### src/traffic_light_ring_sequencer_macros.svh
// ----------------------------------------------------------------------------
// Assertion macros for the traffic light ring sequencer
// Short forms for the concurrent checks used in the RTL modules.
// ----------------------------------------------------------------------------
`ifndef TRAFFIC_LIGHT_RING_SEQUENCER_MACROS_SVH
`define TRAFFIC_LIGHT_RING_SEQUENCER_MACROS_SVH

// The expression must hold at every clock edge outside reset.
`define TLRS_ASSERT_ALWAYS(label, clk, rst_n, expr, msg) \
    label: assert property (@(posedge clk) disable iff (!rst_n) (expr)) \
        else $error(msg);

// When the trigger holds, the consequence must hold at the next clock edge.
`define TLRS_ASSERT_NEXT(label, clk, rst_n, trig, cons, msg) \
    label: assert property (@(posedge clk) disable iff (!rst_n) (trig) |=> (cons)) \
        else $error(msg);

`endif

### src/tlrs_pkg.sv
`timescale 1ns / 1ps
// ----------------------------------------------------------------------------
// Traffic light ring sequencer package
// Shared widths, register indexes, colour codes and the cell command type.
// ----------------------------------------------------------------------------
package tlrs_pkg;

    localparam int CFG_W      = 12;
    localparam int CFG_IDX_W  = 2;
    localparam int LEN_W      = 5;
    localparam int IDX_W      = 4;
    localparam int COL_W      = 2;
    localparam int PHASE_W    = 12;
    localparam int PACK_W     = 32;
    localparam int IN_TDATA_W  = 8;
    localparam int OUT_TDATA_W = 40;

    // Configuration register indexes.
    localparam logic [CFG_IDX_W-1:0] CFG_LIGHT_COUNT = 2'd0;
    localparam logic [CFG_IDX_W-1:0] CFG_SHORT_TICKS = 2'd1;
    localparam logic [CFG_IDX_W-1:0] CFG_LONG_TICKS  = 2'd2;

    // Register reset values.
    localparam logic [LEN_W-1:0]   RST_LIGHT_COUNT = 5'd4;
    localparam logic [PHASE_W-1:0] RST_SHORT_TICKS = 12'd300;
    localparam logic [PHASE_W-1:0] RST_LONG_TICKS  = 12'd600;

    // Colour codes; the sequence advances by adding one modulo four.
    localparam logic [COL_W-1:0] COL_RED       = 2'd0;
    localparam logic [COL_W-1:0] COL_RED_AMBER = 2'd1;
    localparam logic [COL_W-1:0] COL_GREEN     = 2'd2;
    localparam logic [COL_W-1:0] COL_AMBER     = 2'd3;

    // Input item kinds.
    localparam logic ACT_TICK   = 1'b0;
    localparam logic ACT_SWITCH = 1'b1;

    // Operations broadcast to the row of light cells. Only the cell that
    // holds the active token acts on them.
    typedef enum logic [1:0] {
        OP_NONE     = 2'd0,
        OP_ADVANCE  = 2'd1,
        OP_RED_PASS = 2'd2,
        OP_GREEN    = 2'd3
    } t_cell_op;

    typedef struct packed {
        t_cell_op op;
    } t_cell_cmd;

endpackage

### src/tlrs_cell.sv
`timescale 1ns / 1ps
// ----------------------------------------------------------------------------
// Traffic light ring cell
// Holds the colour of one light and the active token, passes the token on.
// ----------------------------------------------------------------------------
module tlrs_cell
    import tlrs_pkg::*;
#(
    // Set on the cell that holds the active token after reset.
    parameter bit HOME = 1'b0
) (
    input  logic             i_clk,
    input  logic             i_rst_n,
    input  t_cell_cmd        i_cmd,
    input  logic             i_token_in,
    input  logic             i_last,
    input  logic [COL_W-1:0] i_col_chain,
    output logic             o_pass_fwd,
    output logic             o_pass_wrap,
    output logic [COL_W-1:0] o_col_chain,
    output logic [COL_W-1:0] o_colour,
    output logic             o_token
);

    logic [COL_W-1:0] r_colour;
    logic [COL_W-1:0] n_colour;
    logic             r_token;
    logic             n_token;
    logic             w_pass;

    assign w_pass = r_token && (i_cmd.op == OP_RED_PASS);

    always_comb begin
        n_colour = r_colour;
        if (r_token) begin
            unique case (i_cmd.op)
                OP_ADVANCE:  n_colour = r_colour + 2'd1;
                OP_RED_PASS: n_colour = COL_RED;
                OP_GREEN:    n_colour = COL_GREEN;
                default:     n_colour = r_colour;
            endcase
        end
        n_token = (r_token && !w_pass) || i_token_in;
    end

    always_ff @(posedge i_clk) begin
        if (!i_rst_n) begin
            r_colour <= COL_RED;
            r_token  <= HOME;
        end else begin
            r_colour <= n_colour;
            r_token  <= n_token;
        end
    end

    assign o_pass_fwd  = w_pass && !i_last;
    assign o_pass_wrap = w_pass && i_last;
    assign o_col_chain = i_col_chain | (r_token ? r_colour : COL_RED);
    assign o_colour    = r_colour;
    assign o_token     = r_token;

endmodule

### src/tlrs_ctrl.sv
`timescale 1ns / 1ps
// ----------------------------------------------------------------------------
// Traffic light ring controller
// Registers, phase timer, sequencing state machine and the result register.
// ----------------------------------------------------------------------------
`include "traffic_light_ring_sequencer_macros.svh"

module tlrs_ctrl
    import tlrs_pkg::*;
#(
    parameter int MAX_LIGHTS = 16
) (
    input  logic                 i_clk,
    input  logic                 i_rst_n,
    input  logic                 i_cfg_we,
    input  logic [CFG_IDX_W-1:0] i_cfg_idx,
    input  logic [CFG_W-1:0]     i_cfg_data,
    input  logic                 i_in_valid,
    output logic                 o_in_ready,
    input  logic                 i_action,
    input  logic [IDX_W-1:0]     i_target,
    output t_cell_cmd            o_cmd,
    input  logic [COL_W-1:0]     i_active_colour,
    input  logic [PACK_W-1:0]    i_colours,
    output logic [LEN_W-1:0]     o_ring_len,
    output logic [IDX_W-1:0]     o_active_light,
    output logic                 o_out_valid,
    input  logic                 i_out_ready,
    output logic [PACK_W-1:0]    o_out_colours,
    output logic [IDX_W-1:0]     o_out_active,
    output logic                 o_out_bad
);

    localparam logic [LEN_W-1:0] MAX_LEN = LEN_W'(MAX_LIGHTS);

    typedef enum logic [2:0] {
        S_IDLE,
        S_EXEC,
        S_ADV,
        S_WALK,
        S_DONE
    } t_state;

    t_state              r_state, n_state;
    logic [LEN_W-1:0]    r_light_count, n_light_count;
    logic [PHASE_W-1:0]  r_short, n_short;
    logic [PHASE_W-1:0]  r_long, n_long;
    logic                r_action, n_action;
    logic [IDX_W-1:0]    r_target, n_target;
    logic [PHASE_W-1:0]  r_phase, n_phase;
    logic [IDX_W-1:0]    r_active, n_active;
    logic                r_pending, n_pending;
    logic                r_use_long, n_use_long;
    logic                r_bad, n_bad;
    logic                r_out_valid, n_out_valid;
    logic [PACK_W-1:0]   r_out_colours, n_out_colours;
    logic [IDX_W-1:0]    r_out_active, n_out_active;
    logic                r_out_bad, n_out_bad;

    logic [LEN_W-1:0]    w_ring_len;
    logic [PHASE_W-1:0]  w_limit_raw;
    logic [PHASE_W-1:0]  w_limit;
    logic                w_match;
    logic [LEN_W-1:0]    w_succ;
    logic [IDX_W-1:0]    w_next_active;
    logic [COL_W-1:0]    w_adv_colour;
    t_cell_cmd           w_cmd;

    // A light count of zero behaves as one, anything above the cell count as
    // the cell count.
    assign w_ring_len = (r_light_count == '0) ? LEN_W'(1) :
                        (r_light_count > MAX_LEN) ? MAX_LEN : r_light_count;

    assign w_limit_raw   = r_use_long ? r_long : r_short;
    assign w_limit       = (w_limit_raw == '0) ? PHASE_W'(1) : w_limit_raw;
    assign w_match       = (r_phase == w_limit);
    assign w_succ        = {1'b0, r_active} + LEN_W'(1);
    assign w_next_active = (w_succ >= w_ring_len) ? '0 : w_succ[IDX_W-1:0];
    assign w_adv_colour  = i_active_colour + 2'd1;

    always_comb begin
        n_state       = r_state;
        n_light_count = r_light_count;
        n_short       = r_short;
        n_long        = r_long;
        n_action      = r_action;
        n_target      = r_target;
        n_phase       = r_phase;
        n_active      = r_active;
        n_pending     = r_pending;
        n_use_long    = r_use_long;
        n_bad         = r_bad;
        n_out_valid   = r_out_valid && !i_out_ready;
        n_out_colours = r_out_colours;
        n_out_active  = r_out_active;
        n_out_bad     = r_out_bad;
        w_cmd.op      = OP_NONE;

        if (i_cfg_we) begin
            unique case (i_cfg_idx)
                CFG_LIGHT_COUNT: n_light_count = i_cfg_data[LEN_W-1:0];
                CFG_SHORT_TICKS: n_short       = i_cfg_data[PHASE_W-1:0];
                CFG_LONG_TICKS:  n_long        = i_cfg_data[PHASE_W-1:0];
                default:         ;
            endcase
        end

        unique case (r_state)
            S_IDLE: begin
                if (i_in_valid) begin
                    n_action = i_action;
                    n_target = i_target;
                    n_state  = S_EXEC;
                end
            end
            S_EXEC: begin
                if (r_action == ACT_TICK) begin
                    n_bad = 1'b0;
                    if (w_match) begin
                        if (r_pending) begin
                            // The amber light goes red and hands the token on.
                            w_cmd.op  = OP_RED_PASS;
                            n_pending = 1'b0;
                            n_active  = w_next_active;
                        end
                        n_state = S_ADV;
                    end else begin
                        n_phase = r_phase + PHASE_W'(1);
                        n_state = S_DONE;
                    end
                end else if ({1'b0, r_target} >= w_ring_len) begin
                    n_bad   = 1'b1;
                    n_state = S_DONE;
                end else begin
                    n_bad   = 1'b0;
                    n_state = S_WALK;
                end
            end
            S_ADV: begin
                w_cmd.op = OP_ADVANCE;
                if (w_adv_colour == COL_GREEN) begin
                    n_use_long = 1'b1;
                end
                if (w_adv_colour == COL_AMBER) begin
                    n_pending  = 1'b1;
                    n_use_long = 1'b0;
                end
                // Counter cleared on the action, then counted for this tick.
                n_phase = PHASE_W'(1);
                n_state = S_DONE;
            end
            S_WALK: begin
                if (r_active == r_target) begin
                    w_cmd.op   = OP_GREEN;
                    n_pending  = 1'b0;
                    n_phase    = '0;
                    n_use_long = 1'b1;
                    n_state    = S_DONE;
                end else begin
                    w_cmd.op = OP_RED_PASS;
                    n_active = w_next_active;
                end
            end
            S_DONE: begin
                if (!r_out_valid || i_out_ready) begin
                    n_out_valid   = 1'b1;
                    n_out_colours = i_colours;
                    n_out_active  = r_active;
                    n_out_bad     = r_bad;
                    n_state       = S_IDLE;
                end
            end
            default: n_state = S_IDLE;
        endcase
    end

    always_ff @(posedge i_clk) begin
        if (!i_rst_n) begin
            r_state       <= S_IDLE;
            r_light_count <= RST_LIGHT_COUNT;
            r_short       <= RST_SHORT_TICKS;
            r_long        <= RST_LONG_TICKS;
            r_phase       <= '0;
            r_active      <= '0;
            r_pending     <= 1'b0;
            r_use_long    <= 1'b0;
            r_out_valid   <= 1'b0;
        end else begin
            r_state       <= n_state;
            r_light_count <= n_light_count;
            r_short       <= n_short;
            r_long        <= n_long;
            r_phase       <= n_phase;
            r_active      <= n_active;
            r_pending     <= n_pending;
            r_use_long    <= n_use_long;
            r_out_valid   <= n_out_valid;
        end
        r_action      <= n_action;
        r_target      <= n_target;
        r_bad         <= n_bad;
        r_out_colours <= n_out_colours;
        r_out_active  <= n_out_active;
        r_out_bad     <= n_out_bad;
    end

    assign o_in_ready     = (r_state == S_IDLE);
    assign o_cmd          = w_cmd;
    assign o_ring_len     = w_ring_len;
    assign o_active_light = r_active;
    assign o_out_valid    = r_out_valid;
    assign o_out_colours  = r_out_colours;
    assign o_out_active   = r_out_active;
    assign o_out_bad      = r_out_bad;

    `TLRS_ASSERT_NEXT(a_adv_restarts_count, i_clk, i_rst_n, r_state == S_ADV, r_phase == PHASE_W'(1), "phase counter not restarted after an action")
    `TLRS_ASSERT_NEXT(a_walk_moves_token, i_clk, i_rst_n, (r_state == S_WALK) && (r_active != r_target), r_active != $past(r_active), "switch walk did not move the active light")
    `TLRS_ASSERT_ALWAYS(a_pending_short_limit, i_clk, i_rst_n, !r_pending || !r_use_long, "amber step pending while the long limit is selected")

endmodule

### src/traffic_light_ring_sequencer.sv
`timescale 1ns / 1ps
// ----------------------------------------------------------------------------
// Traffic light ring sequencer
// Steps a ring of lights, one active at a time, through red, red-and-amber,
// green and amber, and switches the ring to a chosen light on request.
// ----------------------------------------------------------------------------
//
// Channel   Direction  tdata (low bit up)                     tuser
// s_axis    in         target_light[3:0], zero pad to 8 bits   action
// m_axis    out        colours_packed[31:0], active_index[3:0],
//                      zero pad to 40 bits                     bad_target
// cfg       in         i_cfg_idx selects the register, i_cfg_data the value
//
// One transfer in produces exactly one transfer out. A tick passes from
// acceptance through the execute state, the advance state when the phase
// limit is met, and the done state, which registers its result. A switch
// passes through execute, the walk state, which moves the token light by
// light to the target and turns it green, and done; a refused switch skips
// the walk. The walk is bounded by the token ring: the active token moves
// one cell per cycle. The result waits in an output register, so a new item
// is taken while it is still unclaimed; a stalled output holds the block
// only when the next result is ready. Reset is synchronous and active low:
// all lights red, light 0 active, registers at their defaults.
//
// Each cell holds one light's colour and a token bit; the token marks the
// active light and moves from cell to cell, wrapping to cell 0 after the
// last light of the ring. The controller broadcasts one operation per
// cycle, which only the token holder applies.
// ----------------------------------------------------------------------------
`include "traffic_light_ring_sequencer_macros.svh"

module traffic_light_ring_sequencer
    import tlrs_pkg::*;
#(
    parameter int MAX_LIGHTS = 16
) (
    input  logic                   i_clk,
    input  logic                   i_rst_n,
    // Configuration writes.
    input  logic                   i_cfg_we,
    input  logic [CFG_IDX_W-1:0]   i_cfg_idx,
    input  logic [CFG_W-1:0]       i_cfg_data,
    // Input stream.
    input  logic                   s_axis_tvalid,
    output logic                   s_axis_tready,
    input  logic [IN_TDATA_W-1:0]  s_axis_tdata,   // target_light[3:0], pad
    input  logic                   s_axis_tuser,   // action
    // Result stream.
    output logic                   m_axis_tvalid,
    input  logic                   m_axis_tready,
    output logic [OUT_TDATA_W-1:0] m_axis_tdata,   // colours_packed, active_index, pad
    output logic                   m_axis_tuser    // bad_target
);

    t_cell_cmd              w_cmd;
    logic [LEN_W-1:0]       w_ring_len;
    logic [IDX_W-1:0]       w_active;
    logic [MAX_LIGHTS-1:0]  w_token;
    logic [MAX_LIGHTS-1:0]  w_token_in;
    logic [MAX_LIGHTS-1:0]  w_pass_fwd;
    logic [MAX_LIGHTS-1:0]  w_pass_wrap;
    logic [MAX_LIGHTS-1:0]  w_last;
    logic [COL_W-1:0]       w_chain [MAX_LIGHTS+1];
    logic [COL_W-1:0]       w_colour [MAX_LIGHTS];
    logic [PACK_W-1:0]      w_colours;
    logic [PACK_W-1:0]      w_out_colours;
    logic [IDX_W-1:0]       w_out_active;

    // The colour of the token holder ripples down the row; empty cells add
    // nothing to it.
    assign w_chain[0] = COL_RED;

    // A token passed from the last light of the ring returns to cell 0.
    assign w_token_in[0] = |w_pass_wrap;

    genvar g;
    generate
        for (g = 0; g < MAX_LIGHTS; g++) begin : g_cell
            assign w_last[g] = (LEN_W'(g + 1) >= w_ring_len);

            if (g > 0) begin : g_link
                assign w_token_in[g] = w_pass_fwd[g-1];
            end

            tlrs_cell #(
                .HOME (g == 0)
            ) u_cell (
                .i_clk       (i_clk),
                .i_rst_n     (i_rst_n),
                .i_cmd       (w_cmd),
                .i_token_in  (w_token_in[g]),
                .i_last      (w_last[g]),
                .i_col_chain (w_chain[g]),
                .o_pass_fwd  (w_pass_fwd[g]),
                .o_pass_wrap (w_pass_wrap[g]),
                .o_col_chain (w_chain[g+1]),
                .o_colour    (w_colour[g]),
                .o_token     (w_token[g])
            );
        end

        // Light i occupies bits 2i+1..2i; slots without a cell read red.
        for (g = 0; g < PACK_W / COL_W; g++) begin : g_pack
            if (g < MAX_LIGHTS) begin : g_used
                assign w_colours[g*COL_W +: COL_W] = w_colour[g];
            end else begin : g_unused
                assign w_colours[g*COL_W +: COL_W] = COL_RED;
            end
        end
    endgenerate

    tlrs_ctrl #(
        .MAX_LIGHTS (MAX_LIGHTS)
    ) u_ctrl (
        .i_clk           (i_clk),
        .i_rst_n         (i_rst_n),
        .i_cfg_we        (i_cfg_we),
        .i_cfg_idx       (i_cfg_idx),
        .i_cfg_data      (i_cfg_data),
        .i_in_valid      (s_axis_tvalid),
        .o_in_ready      (s_axis_tready),
        .i_action        (s_axis_tuser),
        .i_target        (s_axis_tdata[IDX_W-1:0]),
        .o_cmd           (w_cmd),
        .i_active_colour (w_chain[MAX_LIGHTS]),
        .i_colours       (w_colours),
        .o_ring_len      (w_ring_len),
        .o_active_light  (w_active),
        .o_out_valid     (m_axis_tvalid),
        .i_out_ready     (m_axis_tready),
        .o_out_colours   (w_out_colours),
        .o_out_active    (w_out_active),
        .o_out_bad       (m_axis_tuser)
    );

    assign m_axis_tdata = {{(OUT_TDATA_W - PACK_W - IDX_W){1'b0}}, w_out_active, w_out_colours};

    // Token and controller index must name the same light. At reset the
    // token sits in cell 0, so the first check also covers the reset value.
    `TLRS_ASSERT_ALWAYS(a_token_onehot, i_clk, i_rst_n, $onehot(w_token), "active token lost or duplicated")
    `TLRS_ASSERT_ALWAYS(a_token_matches_index, i_clk, i_rst_n, w_token == (MAX_LIGHTS'(1) << w_active), "token cell differs from active index")
    `TLRS_ASSERT_NEXT(a_busy_after_accept, i_clk, i_rst_n, s_axis_tvalid && s_axis_tready, !s_axis_tready, "new item taken while one is in progress")

endmodule
### config.mk
export PLATFORM = sky130hd
export DESIGN_NAME = traffic_light_ring_sequencer
export DESIGN_NICKNAME = d
export VERILOG_FILES = /design/src/tlrs_pkg.sv /design/src/tlrs_cell.sv /design/src/tlrs_ctrl.sv /design/src/traffic_light_ring_sequencer.sv
export VERILOG_INCLUDE_DIRS = /design/src /design/src/src
export SDC_FILE = /design/constraint.sdc
export NUM_CORES = 1
export LEC_CHECK = 0
export BUFFER_PORTS_ARGS = -buffer_cell sky130_fd_sc_hd__buf_2
export CORE_ASPECT_RATIO = 0.75
export CORE_UTILIZATION = 63
export CTS_BUF_LIST = sky130_fd_sc_hd__clkbuf_8 sky130_fd_sc_hd__clkbuf_16
export CTS_CLUSTER_DIAMETER = 150
export DETAILED_ROUTE_END_ITERATION = 6
export PLACE_DENSITY = 0.87
export SKIP_LAST_GASP = 1
export SLEW_MARGIN = 20
export SYNTH_ARGS = -nofsm -noshare
export SYNTH_HDL_FRONTEND = slang
export SYNTH_SLANG_ARGS = --single-unit
export TNS_END_PERCENT = 1
### constraint.sdc
create_clock -name i_clk -period 13.2 [get_ports i_clk]
set_input_delay 1.98 -clock i_clk [delete_from_list [all_inputs] [get_ports i_clk]]
set_output_delay 1.98 -clock i_clk [all_outputs]
set_load 0.005 [all_outputs]
== Word level (Yosys, flattened, before mapping) ==
Cells that the tools add are included.

* $add $sub $neg: 19
* Order comparisons: 19
* Equality and inequality tests: 23
* Multiplexer cells: 70
* Bitwise logic cells: 15
* Reductions and logical operators: 149

{| class="wikitable"
|+ Operators by type and width
! kind !! number
|-
| 2-bit case mux with 3 select lines || 17
|-
| 1-bit logical AND || 64
|-
| 12-bit two-way mux || 5
|-
| 2-bit AND reduction || 21
|-
| 4-bit by 5-bit >= comparator with 1-bit output, first input constant || 8
|-
| 2-bit two-way mux || 19
|-
| 12-bit case mux with 3 select lines || 1
|-
| 2-bit by 1-bit adder with 2-bit output, second input constant || 17
|-
| 1-bit zero test || 33
|-
| 2-bit OR || 15
|-
| 3-bit by 5-bit >= comparator with 1-bit output, first input constant || 4
|-
| 4-bit two-way mux || 5
|-
| 3-bit two-way mux || 6
|-
| 1-bit logical OR || 17
|-
| 16-bit OR reduction || 1
|-
| 3-bit case mux with 5 select lines || 1
|-
| 12-bit by 1-bit adder with 12-bit output, second input constant || 1
|-
| 12-bit == test || 1
|-
| 12-bit zero test || 1
|-
| 1-bit two-way mux || 11
|-
| 2-bit == test, second input constant || 5
|-
| 2-bit by 5-bit >= comparator with 1-bit output, first input constant || 2
|-
| 5-bit two-way mux || 2
|-
| 2-bit by 1-bit != test with 1-bit output, second input constant || 5
|-
| 24 further kinds || 33
|}

* Bits in registers: 142
* Bits of input ports: 28
* Output and inout port bits: 43
* Logic and storage cells: 342

== Depth between registers and ports, before layout ==
Gate-level depths: netlist (run 1).

* Word-level depth: 21
* Depth in mapped cells: 12
* Depth with buffers taken out: 11

== Hierarchy ==
Synthesis (run 1) repeated with hierarchy kept, for this count alone.

* Cells, all modules: 767
* Area, all modules: 7260.7 sq um

{| class="wikitable"
|+ Modules (own cells, without submodules)
! module !! instances !! cells each !! area each (sq um) !! sequential area each (sq um)
|-
| tlrs_ctrl || 1 || 394 || 4159.0 || 2312.2
|-
| tlrs_cell (g_cell[10].u_cell ...) || 15 || 21 || 180.2 || 60.1
|-
| traffic_light_ring_sequencer || 1 || 35 || 214.0 || 0.0
|-
| tlrs_cell (g_cell[0].u_cell) || 1 || 23 || 185.2 || 60.1
|}

== Worst setup path before layout (run 1) ==
Ideal clock, no wire load.

* Kind: input port to flip-flop
* Start point: in m_axis_tready
* End point: reg u_ctrl.r_out_active[0], in the netlist u_ctrl.o_out_active[0], enable pin
* Setup time: 524 ps
* Arrival time: 5566 ps
* Required time: 12676 ps
* Slack: 7110 ps
* Stages on the path: 2
* Buffers on the path: 0
* Path through: nor2b_1 > nor4_1

* Longest elaborated chain between the ends: 2

{| class="wikitable"
|+ RTL lines
! item !! RTL line !! source
|-
| from (decl) || traffic_light_ring_sequencer.sv:50 || <nowiki>input logic m_axis_tready,</nowiki>
|-
| 1-bit logical OR || tlrs_ctrl.sv:165 || <nowiki>if (!r_out_valid || i_out_ready) begin</nowiki>
|-
| 2-bit AND reduction (no source line) || n/a ||
|-
| to (signal assigned) || tlrs_ctrl.sv:203 || <nowiki>r_out_active <= n_out_active;</nowiki>
|-
| to (decl) || tlrs_ctrl.sv:57 || <nowiki>logic [IDX_W-1:0] r_out_active, n_out_active;</nowiki>
|}

Every way passes these cells.
A chain may end at the register's enable or synchronous reset.

==> results of run 1 <==
-- sequential cells by signal (all words and copies together) (netlist names) --
| register | count |
|---|---|
| g_cell.u_cell.o_colour | 32 |
| g_cell.u_cell.o_token | 16 |
| u_ctrl.o_active_light | 4 |
| u_ctrl.o_out_active | 4 |
| u_ctrl.o_out_bad | 1 |
| u_ctrl.o_out_colours | 32 |
| u_ctrl.o_out_valid | 1 |
| u_ctrl.r_action | 1 |
| u_ctrl.r_bad | 1 |
| u_ctrl.r_light_count | 5 |
| u_ctrl.r_long | 12 |
| u_ctrl.r_pending | 1 |
| u_ctrl.r_phase | 12 |
| u_ctrl.r_short | 12 |
| u_ctrl.r_state | 3 |
| u_ctrl.r_target | 4 |
| u_ctrl.r_use_long | 1 |
-- per-layer routing --
metal  global-route usage [%]  part of all wire (%)  vias to the layer above
li1                         -                     -                     2699
met1                     46.0                    42                     2806
met2                     49.0                    45                      405
met3                     8.04                    11                       52
met4                     12.3                   2.2                        0
met5                        0                     0                        -
-- Yosys cell counts (all sizes together) (15+ instances only) --
cell	instances
a21oi	81
a311oi	17
buf	18
clkbuf	37
dfxtp	99
edfxtp	43
mux2i	15
nand2	95
nand3	39
nor2	27
nor3b	17
o21ai	54
xnor2	16
-- where the power goes --
part / total, uW / internal [uW] / switching, uW
combinational: 79.7 / 28.4 / 51.4
sequential: 480 / 467 / 13.2
clock: 503 / 316 / 187
-- area by class of cell --
class / count / area (um2)
sequential: 142 / 3270
multi-input combinational: 513 / 3110
fill: 713 / 2700
clock buffer: 22 / 551
timing repair buffer: 67 / 348
tap: 136 / 170
clock inverter: 10 / 92.6
inverter: 12 / 45.0
-- path summary, 6_finish.rpt --
| path | from | to | slack, ns | depth (start not counted) |
|---|---|---|---|---|
| setup / recovery | i_rst_n | g_cell[1].u_cell.o_colour[1] | 9.49 | 5 |
| hold / removal | u_ctrl.r_bad | u_ctrl.o_out_bad | 0.42 | 0 |
| setup reg to reg | u_ctrl.r_use_long | g_cell[13].u_cell.o_colour[0] | 9.85 | 7 |
| hold reg to reg | u_ctrl.r_bad | u_ctrl.o_out_bad | 0.42 | 0 |
-- cells by family after synthesis --
family / count (synthesis)
AOI/OAI and AO/OA: 214
xor gates and xnor gates: 26
adders and majority gates: 12
buffers and inverters: 67
DFF: 142
muxes: 15
other: 1
and+or+nand+nor: 242
-- critical path, delay by kind of cell --
family                 cells  cell delay [ns]
AOI/OAI and AO/OA          2             0.46
and+or+nand+nor            2             1.00
buffers and inverters      1             0.56
-- metrics by stage --
stage	hold WS [ns]	area, um2	power [uW]	cells	util [%]
final	0.421	7590	1060	902	73.8
after global routing	0.429	7590	1090	902	73.8
after CTS	0.423	7590	1060	902	73.8
after detailed placement	0.413	6950	566	870	67.5
after global placement	0.408	6950	562	870	67.5
after floorplan	0.400	6680	539	722	-
==> flow_summary.yaml, run 1 <==
sta:
  drv_slew: 0
  finalHoldViolCount: 0
  max_freq_mhz: 269
  setup_viol: 0
  tns_ns: 0
  fin_skew_ns: 0.0113
  rsz0062_at_grt: "no"
  fin_crit_sh_pct: 28.1
  worst_slack_ns: 9.49
  worst_pin_slew_ns: 1.11
  period_needed_ns: 3.71
  maxSlewHeadroom_pct: 25.4
worst_setup_path:
  crit_path_frequent_cell: "o21ai_0"
  cp.required_ns: 13.52
  cp-end-kind: "flip-flop"
  crit_fanout: 31
  crit_chain: "buf_2 > nand3_1 > nor2_1 > o21ai_0 > o21ai_0"
  crit_arrival_ns: 4.03
  critPathMaxStageDelay_ns: 0.86
  startpoint_type: "input port"
  cpMaxStageDelayCell: "nor2_1"
  critPathKind: "in2reg"
cts:
  post-cts-setup-buffers: 0
  cts_tree: "yes"
  cts-resized-gates: 0
  clock-sinks: 142
  clk_pin_slew_ns: 0.06
  cts-root-buf: "clkbuf_16"
  htree_levels: 4
  clk_latency_ns: 0.42
  clock_path_buffers: 2
  cts-buffers-inserted: 17
  holdBufCountCts: 0
synth:
  synthCells: 719
  ys_types: 61
  syn-cell-area_mm2: 0.00667
  async_reset_ff_share_pct: 0
  synth_warnings: 0
  synth_compound_area_share_pct: 19.9
  ys_seq_elements: 142
  syn_area_per_cell_um2: 9.28
  synth-xor-area-share_pct: 3.41
  synth_adder_area_share_pct: 2.21
  yosys.area_share.simple_pct: 18.6
  synth_area_leaders: "dfxtp_1 (30%), edfxtp_1 (19%), a21oi_1 (6.1%)"
  synth_top_area_share_pct: 29.7
  synth_ff_type: "dfxtp_1"
  synth_top_family_by_area: "compound AO/OA/AOI/OAI gates"
  synth_mux_area_share_pct: 2.25
  synth_largest_area_cell: "dfxtp_1"
  synth_edf_count: 43
  synth_seq_area_share_pct: 49.1
power_and_ir_drop:
  leakage_uw: 0.00267
  vdd_drop_max_v: 0.000108
  powerDensity_mw_per_mm2: 140
layout:
  layout_common_cells: "dfxtp_1 (99), nand2_1 (94), a21oi_1 (81)"
  nNetsFinal: 792
  layout.cells.most_common: "dfxtp_1"
  drive_above_1_share_pct: 14.8
  area_growth_pct: 13.8
  diodes: 0
drt:
  drc: 0
  vias_per_cell: 6.61
  antenna_left: 0
  first_pass_iters: 6
  drt_iter0_markers: 950
  detail_route.wl_per_cell_um: 19.4
  vias: 5962
  wirelength_um: 17500
grt:
  grt_max_degree: 65
  grt_pass1_wl_um: 27800
  grt.overflow.total: 0
  grt_pass1_vias: 5485
  antenna_found_initial: 0
  grt_usage_pct: 32.8
floorplan:
  ios: 71
  core_mm2: 0.0103
  fp-row-count: 32
  start_util_pct: 64.8
  dieArea_mm2: 0.0110
  die_height_um: 91.1
  dieWidth_um: 121
placed_design:
  gp_congestion: 0.863
  dp_hpwl_um: 11100
  dp_worst_setup_slack_ns: 9.25
  io_buffers: 62
outcome:
  status: "finished clean"
worst_hold_path:
  hold_class: "reg2reg"
run:
  maxCapViolCount: 0
Note: power is estimated with default switching activity, not from simulation.
==> run 2, diff against run 1 <==
ABC_AREA = 1   (was unset)
CORE_UTILIZATION = 59   (was 63)
PLACE_DENSITY = 0.82   (was 0.87)
clock period = 3.8 ns   (was 13.2 ns; I/O delays follow)
==> run 2 against run 1 <==
Combinational power increased to 9.3 times the previous value. Clock power increased to 3.6 times the previous value. Count of clock-buffer cells in the layout decreased by 4. Wire length decreased by 5.7%. Critical path depth increased by 9. Worst setup slack got worse by 8.6 ns. Final cell count increased by 25%. First-iteration DRC count decreased by 38%. Critical endpoint is now g_cell[0].u_cell.o_token. Largest cell class unchanged. Largest power group unchanged.
==> flow_summary.yaml, run 2 <==
outcome:
  status: "finished clean"
drt:
  vias_per_cell: 5.60
  detail_route.wl_per_cell_um: 14.6
  antenna_left: 0
  drc: 0
  drt_iter0_markers: 585
  first_pass_iters: 5
  vias: 6339
  wirelength_um: 16500
worst_setup_path:
  crit_fanout: 32
  critPathKind: "reg2reg"
  r2r_slack_ns: 0.90
  startpoint_type: "flip-flop"
  endpoint: "g_cell[0].u_cell.o_token"
  r2r_end: "g_cell[0].u_cell.o_token"
  reg2reg_from: "u_ctrl.r_state[2]"
  rr_worst_depth: 14
  cp.required_ns: 4.11
  crit_arrival_ns: 3.22
  setup.worst_path.start: "u_ctrl.r_state[2]"
  cp-end-kind: "flip-flop"
synth:
  synth_largest_area_cell: "dfxtp_1"
  syn-cell-area_mm2: 0.00705
  synthCells: 903
  yosysMostFrequentCell: "nand2_1"
  syn_area_per_cell_um2: 7.81
  synth_edf_count: 43
  ys_seq_elements: 142
  synth_warnings: 0
  ys_types: 43
  synth_common_cells: "nand2_1 (181), nor2_1 (121), inv_1 (101)"
  synth_seq_area_share_pct: 46.4
  synth_ff_type: "dfxtp_1"
  synth_top_area_share_pct: 28.1
  async_reset_ff_share_pct: 0
  synth_area_leaders: "dfxtp_1 (28%), edfxtp_1 (18%), nand2_1 (9.6%)"
layout:
  multi_input_area_mm2: 0.00320
  layout_common_cells: "nand2_1 (181), nor2_1 (120), inv_1 (101)"
  drive_above_1_share_pct: 12.8
  layout.cells.most_common: "nand2_1"
  diodes: 0
  area_growth_pct: 14.8
  nNetsFinal: 996
  n_fill_cell: 910
  seq_area_mm2: 0.00327
cts:
  post-cts-setup-buffers: 0
  htree_levels: 4
  clock-sinks: 142
  clock_path_buffers: 2
  cts-root-buf: "clkbuf_16"
  clk_pin_slew_ns: 0.06
  cts-resized-gates: 0
  clk_latency_ns: 0.42
  cts-buffers-inserted: 17
  holdBufCountCts: 0
  cts_tree: "yes"
power_and_ir_drop:
  powerDensity_mw_per_mm2: 538
  pwr-share-clk_pct: 41.7
  p_sw_uw: 1230
  internal_power_uw: 3120
  switching_share_pct: 28.3
  leakage_uw: 0.00342
  vdd_drop_max_v: 0.000423
  seqPwrFrac_pct: 41.2
  comb_power_share_pct: 17.1
sta:
  maxSlewHeadroom_pct: 25.9
  worst_pin_slew_ns: 1.11
  worst_slack_ns: 0.895
  rsz0062_at_grt: "no"
  tns_ns: 0
  fin_skew_ns: 0.0105
  period_needed_ns: 2.90
  fin_crit_sh_pct: 76.4
  finalHoldViolCount: 0
  setup_viol: 0
  max_freq_mhz: 344
  drv_slew: 0
run:
  maxCapViolCount: 0
grt:
  grt.overflow.total: 0
  grt_max_degree: 67
  grt_pass1_vias: 5739
  antenna_found_initial: 0
  grt_usage_pct: 28.5
  grt_pass1_wl_um: 27800
placed_design:
  dp_hpwl_um: 10900
  io_buffers: 62
  gp_congestion: 0.916
  dp_worst_setup_slack_ns: 1.01
floorplan:
  fp-row-count: 34
  dieWidth_um: 128
  ios: 71
  die_height_um: 96.7
  start_util_pct: 60.7
  core_mm2: 0.0116
  dieArea_mm2: 0.0124
worst_hold_path:
  hold_class: "in2reg"
==> run 2: cell families (layout without fill, tap and decap cells) <==
logic type                 Yosys count  in the layout  synth area share, %
and+or+nand+nor                    399            399                 25.3
AOI/OAI and AO/OA                  183            183                 14.4
DFF                                142            142                 46.4
buffers and inverters              140            204                 8.50
xor gates and xnor gates            27             27                 3.35
adders and majority gates           11             11                 1.95
other                                1              4               0.0532
==> run 2: worst min path at each step <==
stage                     from                 end  slack [ns]  cells after the start
2_1_floorplan     u_ctrl.r_bad    u_ctrl.o_out_bad        0.40                      0
3_3_place_gp      u_ctrl.r_bad    u_ctrl.o_out_bad        0.43                      0
3_5_place_dp      u_ctrl.r_bad    u_ctrl.o_out_bad        0.41                      0
4_1_cts        s_axis_tdata[1]  u_ctrl.r_target[1]        0.32                      1
5_1_grt        s_axis_tdata[3]  u_ctrl.r_target[3]        0.33                      1
6_report       s_axis_tdata[1]  u_ctrl.r_target[1]        0.32                      1
==> run 2: per-layer routing <==
layer | vias up | wire length [um] | share of wire (%) | global-route usage [%]
met4 | 0 | 285 | 1.7 | 9.41
met5 | - | 0 | 0 | 0
li1 | 3116 | - | - | -
met3 | 28 | 1270 | 7.7 | 5.37
met2 | 258 | 7000 | 42 | 41.7
met1 | 2937 | 7920 | 48 | 42.0
==> run 2: power groups by stage <==
stage                     Clock [uW]  Sequential (uW)  Combinational, uW
after global routing            1890             1810                824
after floorplan                    0             1810                516
after CTS                       1830             1790                717
after global placement             0             1820                691
after detailed placement           0             1820                704
final                           1820             1790                742
==> run 2: cell type report <==
type,instances,share of cell area [%]
clock inverter,14,2.66
inverter,103,4.78
timing repair buffer,69,4.64
sequential,142,40.4
clock buffer,18,5.43
tap,162,2.50
multi-input combinational,624,39.5
==> run 2: critical path, stage by stage (launching register included) <==
cell	delay (ns)
dfxtp_1	0.33
inv_1	0.06
nand2_1	0.22
inv_1	0.22
nand4_2	0.13
buf_4	0.22
o21ai_0	0.13
nor3_2	0.11
buf_4	0.33
nand2_1	0.36
buf_4	0.31
nand2_1	0.06
nand4_1	0.12
nor2_1	0.12
nand2_1	0.06
==> run 2: stage by stage <==
stage | utilization [%] | cells | total power [uW] | instance area (um2) | hold WS (ns)
final | 69.7 | 1132 | 4350 | 8090 | 0.325
after global routing | 69.7 | 1132 | 4520 | 8090 | 0.327
after CTS | 69.5 | 1131 | 4340 | 8070 | 0.317
after detailed placement | 63.9 | 1099 | 2530 | 7420 | 0.406
after global placement | 63.9 | 1099 | 2510 | 7420 | 0.434
after floorplan | - | 906 | 2320 | 7060 | 0.400
